$ cat config.mk
export PLATFORM = sky130hd
export DESIGN_NAME = pattern_file_pixel_decoder
export DESIGN_NICKNAME = d
export VERILOG_FILES = /design/src/design/pfpd_pkg.sv /design/src/design/pattern_file_pixel_decoder.sv
export SDC_FILE = /design/constraint.sdc
export NUM_CORES = 1
export LEC_CHECK = 0
export BUFFER_PORTS_ARGS = -buffer_cell sky130_fd_sc_hd__buf_4
export CAP_MARGIN = 30
export CORE_UTILIZATION = 59
export CTS_CLUSTER_DIAMETER = 100
export DETAILED_ROUTE_END_ITERATION = 10
export GPL_TIMING_DRIVEN = 0
export MAX_ROUTING_LAYER = met4
export PLACE_DENSITY = 0.75
export SLEW_MARGIN = 10
export SYNTH_ARGS = -nofsm -noshare
export SYNTH_HDL_FRONTEND = slang
export SYNTH_SLANG_ARGS = --single-unit
$ cat constraint.sdc
create_clock -name clk -period 23.9 [get_ports clk]
set_input_delay 3.585 -clock clk [delete_from_list [all_inputs] [get_ports clk]]
set_output_delay 3.585 -clock clk [all_outputs]
set_load 0.01 [all_outputs]
$ cat src/design/pfpd_pkg.sv
// ----------------------------------------------------------------------------
// Pattern file pixel decoder - shared definitions
// Result kinds, error codes, header byte positions and the output payload.
// ----------------------------------------------------------------------------
package pfpd_pkg;

  localparam int unsigned MaxDim       = 4096;
  localparam int unsigned DimW         = 13;
  localparam int unsigned CoordW       = 12;
  localparam int unsigned HeaderBytes  = 24;

  // last byte of each big-endian header word
  localparam int unsigned LenByte      = 3;
  localparam int unsigned WidthByte    = 11;
  localparam int unsigned HeightByte   = 15;
  localparam int unsigned ChanByte     = 19;
  localparam int unsigned HeaderLast   = 23;

  typedef enum logic [1:0] {
    KIND_PIXEL  = 2'd0,
    KIND_HEADER = 2'd1,
    KIND_ERROR  = 2'd2
  } kind_t;

  typedef enum logic [2:0] {
    ERR_SHORT_HEADER = 3'd0,
    ERR_UNTERMINATED = 3'd1,
    ERR_ZERO_SIZE    = 3'd2,
    ERR_TOO_LARGE    = 3'd3,
    ERR_BAD_CHANNELS = 3'd4,
    ERR_TRUNCATED    = 3'd5
  } err_t;

  // packed from the msb down; red lands in the lowest bits of tdata
  typedef struct packed {
    logic [2:0]        error_code;
    logic [DimW-1:0]   image_height;
    logic [DimW-1:0]   image_width;
    logic [2:0]        channels;
    logic [CoordW-1:0] row;
    logic [CoordW-1:0] column;
    logic [7:0]        alpha;
    logic [7:0]        blue;
    logic [7:0]        green;
    logic [7:0]        red;
  } result_t;

  localparam int unsigned OutDataW = $bits(result_t);

endpackage

$ cat src/design/pattern_file_pixel_decoder.sv
// ----------------------------------------------------------------------------
// Pattern file pixel decoder
// Parses a pattern file header and name, then emits RGBA pixels in raster order.
// ----------------------------------------------------------------------------
// Usage:
//   Slave channel s_* carries one file byte per request in s_tdata, with
//   s_tlast on the final byte of the file. After that byte the decoder rearms
//   for a new file. Master channel m_* carries at most one result per byte:
//   m_tuser is the kind (pixel, header accepted, error), m_tlast marks the
//   final pixel of the image, m_tdata carries the payload; fields that do not
//   apply to the kind are zero.
//   Throughput is one byte per cycle while s_tready is high: each byte goes
//   through one pass of parse logic into a result register, from which the
//   result is shown on m_*.
//   When the receiver stalls, a second result slot takes one more result;
//   s_tready drops only while that slot is full.
//   Reset (rst, synchronous) returns the parser to the start of a header and
//   empties both result slots.
// ----------------------------------------------------------------------------
module pattern_file_pixel_decoder (
  input  logic                          clk,
  input  logic                          rst,
  input  logic                          s_tvalid,
  output logic                          s_tready,
  input  logic [7:0]                    s_tdata,   // data_byte
  input  logic                          s_tlast,   // end_of_file
  output logic                          m_tvalid,
  input  logic                          m_tready,
  // red, green, blue, alpha, column, row, channels, image_width,
  // image_height, error_code
  output logic [pfpd_pkg::OutDataW-1:0] m_tdata,
  output logic [1:0]                    m_tuser,   // kind
  output logic                          m_tlast    // last_pixel
);

  typedef enum logic [1:0] {
    PH_HEADER,
    PH_NAME,
    PH_PIXELS,
    PH_DONE
  } phase_t;

  localparam int unsigned DW = pfpd_pkg::DimW;
  localparam int unsigned CW = pfpd_pkg::CoordW;

  // parser state
  phase_t           phase, phase_next;
  logic [31:0]      byte_index, byte_index_next;
  logic [23:0]      word_shift, word_shift_next;
  logic [31:0]      header_length, header_length_next;
  logic [DW-1:0]    stored_width, stored_width_next;
  logic [DW-1:0]    stored_height, stored_height_next;
  logic [2:0]       stored_channels, stored_channels_next;
  logic             dim_zero, dim_zero_next;
  logic             dim_big, dim_big_next;
  logic             chan_bad, chan_bad_next;
  logic [CW-1:0]    column_count, column_count_next;
  logic [CW-1:0]    row_count, row_count_next;
  logic [1:0]       channel_index, channel_index_next;
  logic [23:0]      pixel_bytes, pixel_bytes_next;

  // result slots
  logic              out_valid, skid_valid;
  pfpd_pkg::result_t out_res, skid_res;
  pfpd_pkg::kind_t   out_kind, skid_kind;
  logic              out_last, skid_last;

  // one pass results
  logic              push;
  pfpd_pkg::result_t res;
  pfpd_pkg::kind_t   res_kind;
  logic              res_last;

  logic              accept, eof, pop;
  logic [7:0]        b;
  logic [31:0]       word;
  logic [23:0]       bytes_new;
  logic [1:0]        ci_inc;
  logic              pix_done, col_last, row_last, pix_last;
  logic [DW-1:0]     width_m1, height_m1;

  assign s_tready = !skid_valid;
  assign accept   = s_tvalid && s_tready;
  assign pop      = out_valid && m_tready;
  assign eof      = s_tlast;
  assign b        = s_tdata;
  assign word     = {word_shift, b};

  assign width_m1  = stored_width - DW'(1);
  assign height_m1 = stored_height - DW'(1);
  assign col_last  = column_count == width_m1[CW-1:0];
  assign row_last  = row_count == height_m1[CW-1:0];
  assign pix_last  = col_last && row_last;
  assign ci_inc    = channel_index + 2'd1;
  assign pix_done  = ci_inc == stored_channels[1:0];

  always_comb begin
    bytes_new = pixel_bytes;
    case (channel_index)
      2'd0:    bytes_new[7:0]   = b;
      2'd1:    bytes_new[15:8]  = b;
      2'd2:    bytes_new[23:16] = b;
      default: bytes_new = pixel_bytes;  // fourth byte is used directly
    endcase
  end

  always_comb begin
    phase_next           = phase;
    byte_index_next      = byte_index;
    word_shift_next      = word_shift;
    header_length_next   = header_length;
    stored_width_next    = stored_width;
    stored_height_next   = stored_height;
    stored_channels_next = stored_channels;
    dim_zero_next        = dim_zero;
    dim_big_next         = dim_big;
    chan_bad_next        = chan_bad;
    column_count_next    = column_count;
    row_count_next       = row_count;
    channel_index_next   = channel_index;
    pixel_bytes_next     = pixel_bytes;
    push                 = 1'b0;
    res                  = '0;
    res_kind             = pfpd_pkg::KIND_PIXEL;
    res_last             = 1'b0;

    case (phase)
      PH_HEADER: begin
        word_shift_next = word[23:0];
        byte_index_next = byte_index + 32'd1;
        if (byte_index == 32'(pfpd_pkg::LenByte)) begin
          header_length_next = word;
        end
        if (byte_index == 32'(pfpd_pkg::WidthByte)) begin
          stored_width_next = word[DW-1:0];
          dim_zero_next     = word == 32'd0;
          dim_big_next      = word > 32'(pfpd_pkg::MaxDim);
        end
        if (byte_index == 32'(pfpd_pkg::HeightByte)) begin
          stored_height_next = word[DW-1:0];
          dim_zero_next      = dim_zero || (word == 32'd0);
          dim_big_next       = dim_big || (word > 32'(pfpd_pkg::MaxDim));
        end
        if (byte_index == 32'(pfpd_pkg::ChanByte)) begin
          stored_channels_next = word[2:0];
          chan_bad_next        = (word == 32'd0) || (word > 32'd4);
        end
        if (byte_index == 32'(pfpd_pkg::HeaderLast)) begin
          if (header_length < 32'(pfpd_pkg::HeaderBytes)) begin
            push = 1'b1;
            res.error_code = pfpd_pkg::ERR_SHORT_HEADER;
          end else if (header_length == 32'(pfpd_pkg::HeaderBytes)) begin
            // empty name has no terminator
            push = 1'b1;
            res.error_code = pfpd_pkg::ERR_UNTERMINATED;
          end else begin
            phase_next = PH_NAME;
          end
        end
        if (eof && !push) begin
          push = 1'b1;
          res.error_code = pfpd_pkg::ERR_SHORT_HEADER;
        end
        if (push) begin
          res_kind   = pfpd_pkg::KIND_ERROR;
          phase_next = PH_DONE;
        end
      end

      PH_NAME: begin
        byte_index_next = byte_index + 32'd1;
        if (byte_index == header_length - 32'd1) begin
          push = 1'b1;
          res_kind = pfpd_pkg::KIND_ERROR;
          phase_next = PH_DONE;
          if (b != 8'd0) begin
            res.error_code = pfpd_pkg::ERR_UNTERMINATED;
          end else if (dim_zero) begin
            res.error_code = pfpd_pkg::ERR_ZERO_SIZE;
          end else if (dim_big) begin
            res.error_code = pfpd_pkg::ERR_TOO_LARGE;
          end else if (chan_bad) begin
            res.error_code = pfpd_pkg::ERR_BAD_CHANNELS;
          end else if (eof) begin
            res.error_code = pfpd_pkg::ERR_TRUNCATED;
          end else begin
            res_kind           = pfpd_pkg::KIND_HEADER;
            res.channels       = stored_channels;
            res.image_width    = stored_width;
            res.image_height   = stored_height;
            phase_next         = PH_PIXELS;
            column_count_next  = '0;
            row_count_next     = '0;
            channel_index_next = '0;
            pixel_bytes_next   = '0;
          end
        end else if (eof) begin
          push           = 1'b1;
          res_kind       = pfpd_pkg::KIND_ERROR;
          res.error_code = pfpd_pkg::ERR_SHORT_HEADER;
          phase_next     = PH_DONE;
        end
      end

      PH_PIXELS: begin
        channel_index_next = ci_inc;
        pixel_bytes_next   = bytes_new;
        if (pix_done) begin
          push               = 1'b1;
          channel_index_next = '0;
          pixel_bytes_next   = '0;
          if (eof && !pix_last) begin
            res_kind       = pfpd_pkg::KIND_ERROR;
            res.error_code = pfpd_pkg::ERR_TRUNCATED;
            phase_next     = PH_DONE;
          end else begin
            res.red    = bytes_new[7:0];
            res.column = column_count;
            res.row    = row_count;
            res_last   = pix_last;
            case (stored_channels)
              3'd1: begin
                res.green = bytes_new[7:0];
                res.blue  = bytes_new[7:0];
                res.alpha = 8'hFF;
              end
              3'd2: begin
                res.green = bytes_new[7:0];
                res.blue  = bytes_new[7:0];
                res.alpha = bytes_new[15:8];
              end
              3'd3: begin
                res.green = bytes_new[15:8];
                res.blue  = bytes_new[23:16];
                res.alpha = 8'hFF;
              end
              default: begin
                res.green = bytes_new[15:8];
                res.blue  = bytes_new[23:16];
                res.alpha = b;
              end
            endcase
            if (pix_last) begin
              phase_next = PH_DONE;
            end else if (col_last) begin
              column_count_next = '0;
              row_count_next    = row_count + CW'(1);
            end else begin
              column_count_next = column_count + CW'(1);
            end
          end
        end else if (eof) begin
          push           = 1'b1;
          res_kind       = pfpd_pkg::KIND_ERROR;
          res.error_code = pfpd_pkg::ERR_TRUNCATED;
          phase_next     = PH_DONE;
        end
      end

      default: begin
        // ignore bytes until end of file
      end
    endcase
  end

  always_ff @(posedge clk) begin
    if (rst || (accept && eof)) begin
      phase           <= PH_HEADER;
      byte_index      <= '0;
      word_shift      <= '0;
      header_length   <= '0;
      stored_width    <= '0;
      stored_height   <= '0;
      stored_channels <= '0;
      dim_zero        <= 1'b0;
      dim_big         <= 1'b0;
      chan_bad        <= 1'b0;
      column_count    <= '0;
      row_count       <= '0;
      channel_index   <= '0;
      pixel_bytes     <= '0;
    end else if (accept) begin
      phase           <= phase_next;
      byte_index      <= byte_index_next;
      word_shift      <= word_shift_next;
      header_length   <= header_length_next;
      stored_width    <= stored_width_next;
      stored_height   <= stored_height_next;
      stored_channels <= stored_channels_next;
      dim_zero        <= dim_zero_next;
      dim_big         <= dim_big_next;
      chan_bad        <= chan_bad_next;
      column_count    <= column_count_next;
      row_count       <= row_count_next;
      channel_index   <= channel_index_next;
      pixel_bytes     <= pixel_bytes_next;
    end

    // two result slots: out feeds the port, skid catches one result under stall
    if (rst) begin
      out_valid  <= 1'b0;
      skid_valid <= 1'b0;
    end else if (skid_valid) begin
      if (pop) begin
        out_res    <= skid_res;
        out_kind   <= skid_kind;
        out_last   <= skid_last;
        skid_valid <= 1'b0;
      end
    end else if (accept && push) begin
      if (!out_valid || pop) begin
        out_valid <= 1'b1;
        out_res   <= res;
        out_kind  <= res_kind;
        out_last  <= res_last;
      end else begin
        skid_valid <= 1'b1;
        skid_res   <= res;
        skid_kind  <= res_kind;
        skid_last  <= res_last;
      end
    end else if (pop) begin
      out_valid <= 1'b0;
    end
  end

  assign m_tvalid = out_valid;
  assign m_tdata  = out_res;
  assign m_tuser  = out_kind;
  assign m_tlast  = out_last;

  a_skid_behind_out: assert property (@(posedge clk) disable iff (rst)
    skid_valid |-> out_valid)
    else $error("skid slot full while output slot empty");

  a_eof_rearms: assert property (@(posedge clk) disable iff (rst)
    (accept && eof) |=> (phase == PH_HEADER && byte_index == 32'd0 &&
                         channel_index == 2'd0))
    else $error("parser not rearmed after end of file");

  a_done_silent: assert property (@(posedge clk) disable iff (rst)
    (accept && phase == PH_DONE) |-> !push)
    else $error("result produced after error or last pixel");

  a_last_is_pixel: assert property (@(posedge clk) disable iff (rst)
    (out_valid && out_last) |-> (out_kind == pfpd_pkg::KIND_PIXEL))
    else $error("last flag on a non-pixel result");

endmodule

# Word level (Yosys, flattened, before mapping)
# Cells that the tools add are included.
# Widths: inputs -> output; s select.
# op_classes
n_addsub,7
n_reduce_logical,41
order_cmp,3
eq_ne,33
mux,121
bitwise,3
# op_table
operator,n
$mux 88,4
$mux 29,7
$mux 12,14
$mux 24,7
$mux 56,3
$eq 32x5->1 const B,3
$pmux 24 s3,1
$eq 32x4->1 const B,2
$mux 2,30
$pmux 12 s2,2
$pmux 24 s2,1
$mux 1,35
$add 32x1->32 const B,1
$eq 32x2->1 const B,1
$eq 32x32->1,1
$gt 32x13->1 const B,1
$gt 32x3->1 const B,1
$logic_not 32->1,1
$lt 32x5->1 const B,1
$sub 32x1->32 const B,1
$mux 3,9
$add 12x1->12 const B,2
$eq 12x12->1,2
$mux 8,3
other kinds (31),75
# totals
input_bits,13
regBits,356

# Depth between registers and ports, before layout
# logic_depth
word_depth,14
ltp_mapped,15
depth_no_buf,11

# Least setup slack after synthesis
# No wires, ideal clock.
# synth_timing
path_kind,input to register
from,input s_tlast
to,"register out_res, in the netlist m_tdata[0], enable pin"
required_ps,23234
t_arrival_ps,10995
setup_time_ps,666
path_slack_ps,12239
n_path_buf,2
stages,5
path_cell_list,clkbuf_1 > buf_1 > o21ai_0 > o221a_2 > o21ai_0
# synth_via
elab_chain_len,7
word_cells_on_any_way,10
classes_between,6 x mux; 4 x reduce/logical
# synth_lines
item,line_no,text
"start, declared",pattern_file_pixel_decoder.sv:26,"input logic s_tlast,"
$logic_and 1x1->1,pattern_file_pixel_decoder.sv:160,if (eof && !push) begin
$mux 1,pattern_file_pixel_decoder.sv:160,
$mux 1,pattern_file_pixel_decoder.sv:127,case (phase)
$pmux 1 s3 *,pattern_file_pixel_decoder.sv:127,
$logic_and 1x1->1 *,pattern_file_pixel_decoder.sv:310,end else if (accept && push) begin
$reduce_bool 2->1 (no line) *,-,
$reduce_and 4->1 (no line) *,-,
"end signal, assigned",pattern_file_pixel_decoder.sv:305,out_res <= skid_res;
"end signal, assigned",pattern_file_pixel_decoder.sv:313,out_res <= res;
"end, declared",pattern_file_pixel_decoder.sv:64,"pfpd_pkg::result_t out_res, skid_res;"
# Every way passes the cells marked *; elsewhere a longest branch is shown, timed or not. The select of a mux whose other input is x is not followed.
# A chain may end at the register's enable or synchronous reset.

# Worst setup path after layout
# layout_timing
from,input s_tdata[5]
to,register column_count[11]
# layout_via
elab_chain_len,3
# layout_lines
item,line_no,text
"start, declared",pattern_file_pixel_decoder.sv:25,"input logic [7:0] s_tdata,"
$reduce_bool 8->1,pattern_file_pixel_decoder.sv:176,if (b != 8'd0) begin
$ne 2x2->1 (no line),-,
$reduce_and 11->1 (no line),-,
"end signal, assigned",pattern_file_pixel_decoder.sv:293,column_count <= column_count_next;
"end, declared",pattern_file_pixel_decoder.sv:57,"logic [CW-1:0] column_count, column_count_next;"
# No other way between the ends.

==> results.json <==
{
  "synth_ff_type": "edfxtp_1",
  "total_power_mw": 1.31,
  "detail-route-antenna-nets": 0,
  "power_frac_seq_pct": 50.0,
  "wl_per_cell_um": 19.3,
  "ys_types": 72,
  "grt.total_usage_pct": 31.1,
  "drt-total-wl_mm": 46.0,
  "cts_sinks": 356,
  "hold_violations": 0,
  "yosysWarnings": 0,
  "seq_area_frac_synth_pct": 50.8,
  "grt_setup_unrepaired": "no",
  "whs_ns": 0.452,
  "vias": 14400,
  "synth_area_leaders": "edfxtp_1 31%, dfxtp_1 20%, nand2_1 6.5%",
  "worst_pin_slew_ns": 0.934,
  "grt_pass1_vias": 13500,
  "critPathMaxStageDelay_ns": 0.67,
  "firstDrtPassIters": 8,
  "h-tree-depth": 2,
  "initial_core_util_pct": 60.7,
  "arrival_ns": 6.91,
  "period_share_pct": 27.3,
  "worst_slack_ns": 17.38,
  "cts_setup_buffers": 0,
  "cts_hold_buffers": 0,
  "die_h_um": 175,
  "utilization_pct": 69.8,
  "relSlewSlack_pct": 37.7,
  "irDropWorstVdd_mv": 0.0476,
  "synth_nets": 1843,
  "cts_root_buf": "clkbuf_16",
  "synth_seq_cells": 356,
  "cp_cell_sequence": "clkbuf_1 > or4_1 > nor3_1 > nand2_1 > or4_1 > nor3_2 > a21oi_1 > clkbuf_1 > o311ai_0 > o31ai_1",
  "power.density_nw_per_um2": 64.8,
  "min_period_ns": 6.52,
  "cp_max_fo": 10,
  "final_common_cell": "nand2_1",
  "status": "finished, final reports clean",
  "synth_area_leader_cell": "edfxtp_1",
  "drcViolationCount": 0,
  "drive_gt1_share_pct": 13.0,
  "globalRouteOverflowTotal": 0,
  "place_ws_ns": 16.94,
  "clk_latency_ns": 0.53,
  "setup.worst_path.start_class": "input port",
  "drv_cap": 0,
  "async_flop_share_pct": 0,
  "area_growth_syn_to_layout_pct": 15.0,
  "antenna_found_initial": 2,
  "p_leak_nw": 7.06,
  "crit_type": "in2reg",
  "drt_iter0_markers": 1422,
  "post_cts_resize_count": 0,
  "std_cell_rows": 62,
  "grt_pass1_wl_mm": 73.4,
  "grt_max_degree": 30,
  "cts_made_buffers": 38,
  "fin_cells": 2388,
  "final.setup.tns_ns": 0,
  "finalSetupViolCount": 0,
  "switching_share_pct": 23.1,
  "pwr-share-comb_pct": 6.6,
  "dieArea_um2": 30600,
  "synthCells": 1817,
  "final_cell_mix": "306 x nand2_1, 182 x edfxtp_1, 174 x dfxtp_1",
  "cts_tree": "built",
  "clockBufferDepth": 3,
  "synth_edf_count": 182,
  "io_buffers": 100,
  "finalWeightedCongestion": 0.941,
  "io_pins": 106,
  "p_int_mw": 1.01,
  "syn_area_per_cell_um2": 9.70,
  "die_w_um": 175,
  "place_area_um2": 19000,
  "fillers": 2252,
  "hpwl_mm": 33.5,
  "finClkSkew_ns": 0.0193,
  "core_um2": 29000,
  "clk_pin_slew_worst_paths_ns": 0.06,
  "max_freq_ghz": 0.153,
  "cp_slowest_cell": "or4_1",
  "netlist_area_um2": 17600,
  "via_per_inst": 6.02,
  "worstPathRequired_ns": 24.29,
  "hold_class": "reg2reg",
  "maxSlewViolCount": 0,
  "fin_area_um2": 20300,
  "placed_cells": 2315,
  "fin_nets": 1999,
  "pwr-share-clk_pct": 43.4,
  "yosys.area.top_type_share_pct": 31.0,
  "p_sw_mw": 0.304,
  "cp-end-kind": "flip-flop"
}
worst max-delay path, delay by kind of cell:
family / cells / cell delay (ns)
buffers and inverters: 2 / 0.72
AO/OA/AOI/OAI: 3 / 0.81
AND/OR/NAND/NOR: 5 / 1.78
registers in the layout, indices dropped and copies added (netlist names):
name,flops
dim_zero,1
phase,2
skid_valid,1
header_length,32
m_tuser,2
row_count,12
stored_height,13
skid_last,1
stored_width,13
skid_kind,2
byte_index,32
channel_index,2
m_tdata,88
skid_res,88
dim_big,1
m_tvalid,1
pixel_bytes,24
chan_bad,1
column_count,12
m_tlast,1
stored_channels,3
word_shift,24
per-layer routing:
layer	share of wire, %	track usage [%]
met5	0	-
met4	2.3	8.66
met3	7.1	3.96
met2	48	50.4
met1	42	41.0
Yosys cell counts (all sizes together) (29+ instances only):
library cell / instances
xor2: 54
nand3: 35
o21ai: 34
o31ai: 81
nor3: 51
inv: 62
and2: 29
clkbuf: 107
nor2: 153
nor4: 37
xnor2: 49
dfxtp: 174
a21oi: 132
nand2: 306
edfxtp: 182
power by group through the flow:
stage | combinational, mW | sequential [mW] | clock (mW)
after detailed placement | 0.0851 | 0.669 | 0
after global placement | 0.0797 | 0.673 | 0
final | 0.0866 | 0.656 | 0.569
after global routing | 0.0932 | 0.657 | 0.597
after floorplan | 0.0455 | 0.674 | 0
after CTS | 0.0856 | 0.656 | 0.572
final cells by class:
cell class / count / area (um2) / share of cell area, %
Tap cell: 384 / 480 / 2.37
Sequential cell: 356 / 8950 / 44.2
Buffer: 127 / 528 / 2.61
Antenna cell: 2 / 5.00 / 0.0247
Inverter: 62 / 233 / 1.15
Clock buffer: 56 / 1100 / 5.45
Multi-Input combinational cell: 1272 / 7930 / 39.1
Clock inverter: 13 / 95.1 / 0.469
Timing Repair Buffer: 116 / 943 / 4.66
final timing paths:
| path | slack, ns | end | depth (start not counted) | startpoint |
|---|---|---|---|---|
| max | 17.38 | column_count[11] | 10 | s_tdata[5] |
| min | 0.45 | pixel_bytes[6] | 2 | pixel_bytes[6] |
| max reg2reg | 18.58 | skid_res[43] | 16 | header_length[0] |
| min reg2reg | 0.45 | pixel_bytes[6] | 2 | pixel_bytes[6] |
cell families after synthesis:
logic type / Yosys count / share of synthesized area (%)
flops: 356 / 50.8
buf+inv: 189 / 4.32
simple gates: 755 / 20.7
xor+xnor: 103 / 5.12
fa+ha+maj: 13 / 0.923
compound gates: 361 / 15.8
mux: 40 / 2.44
Power figures use the tool's default switching activity.
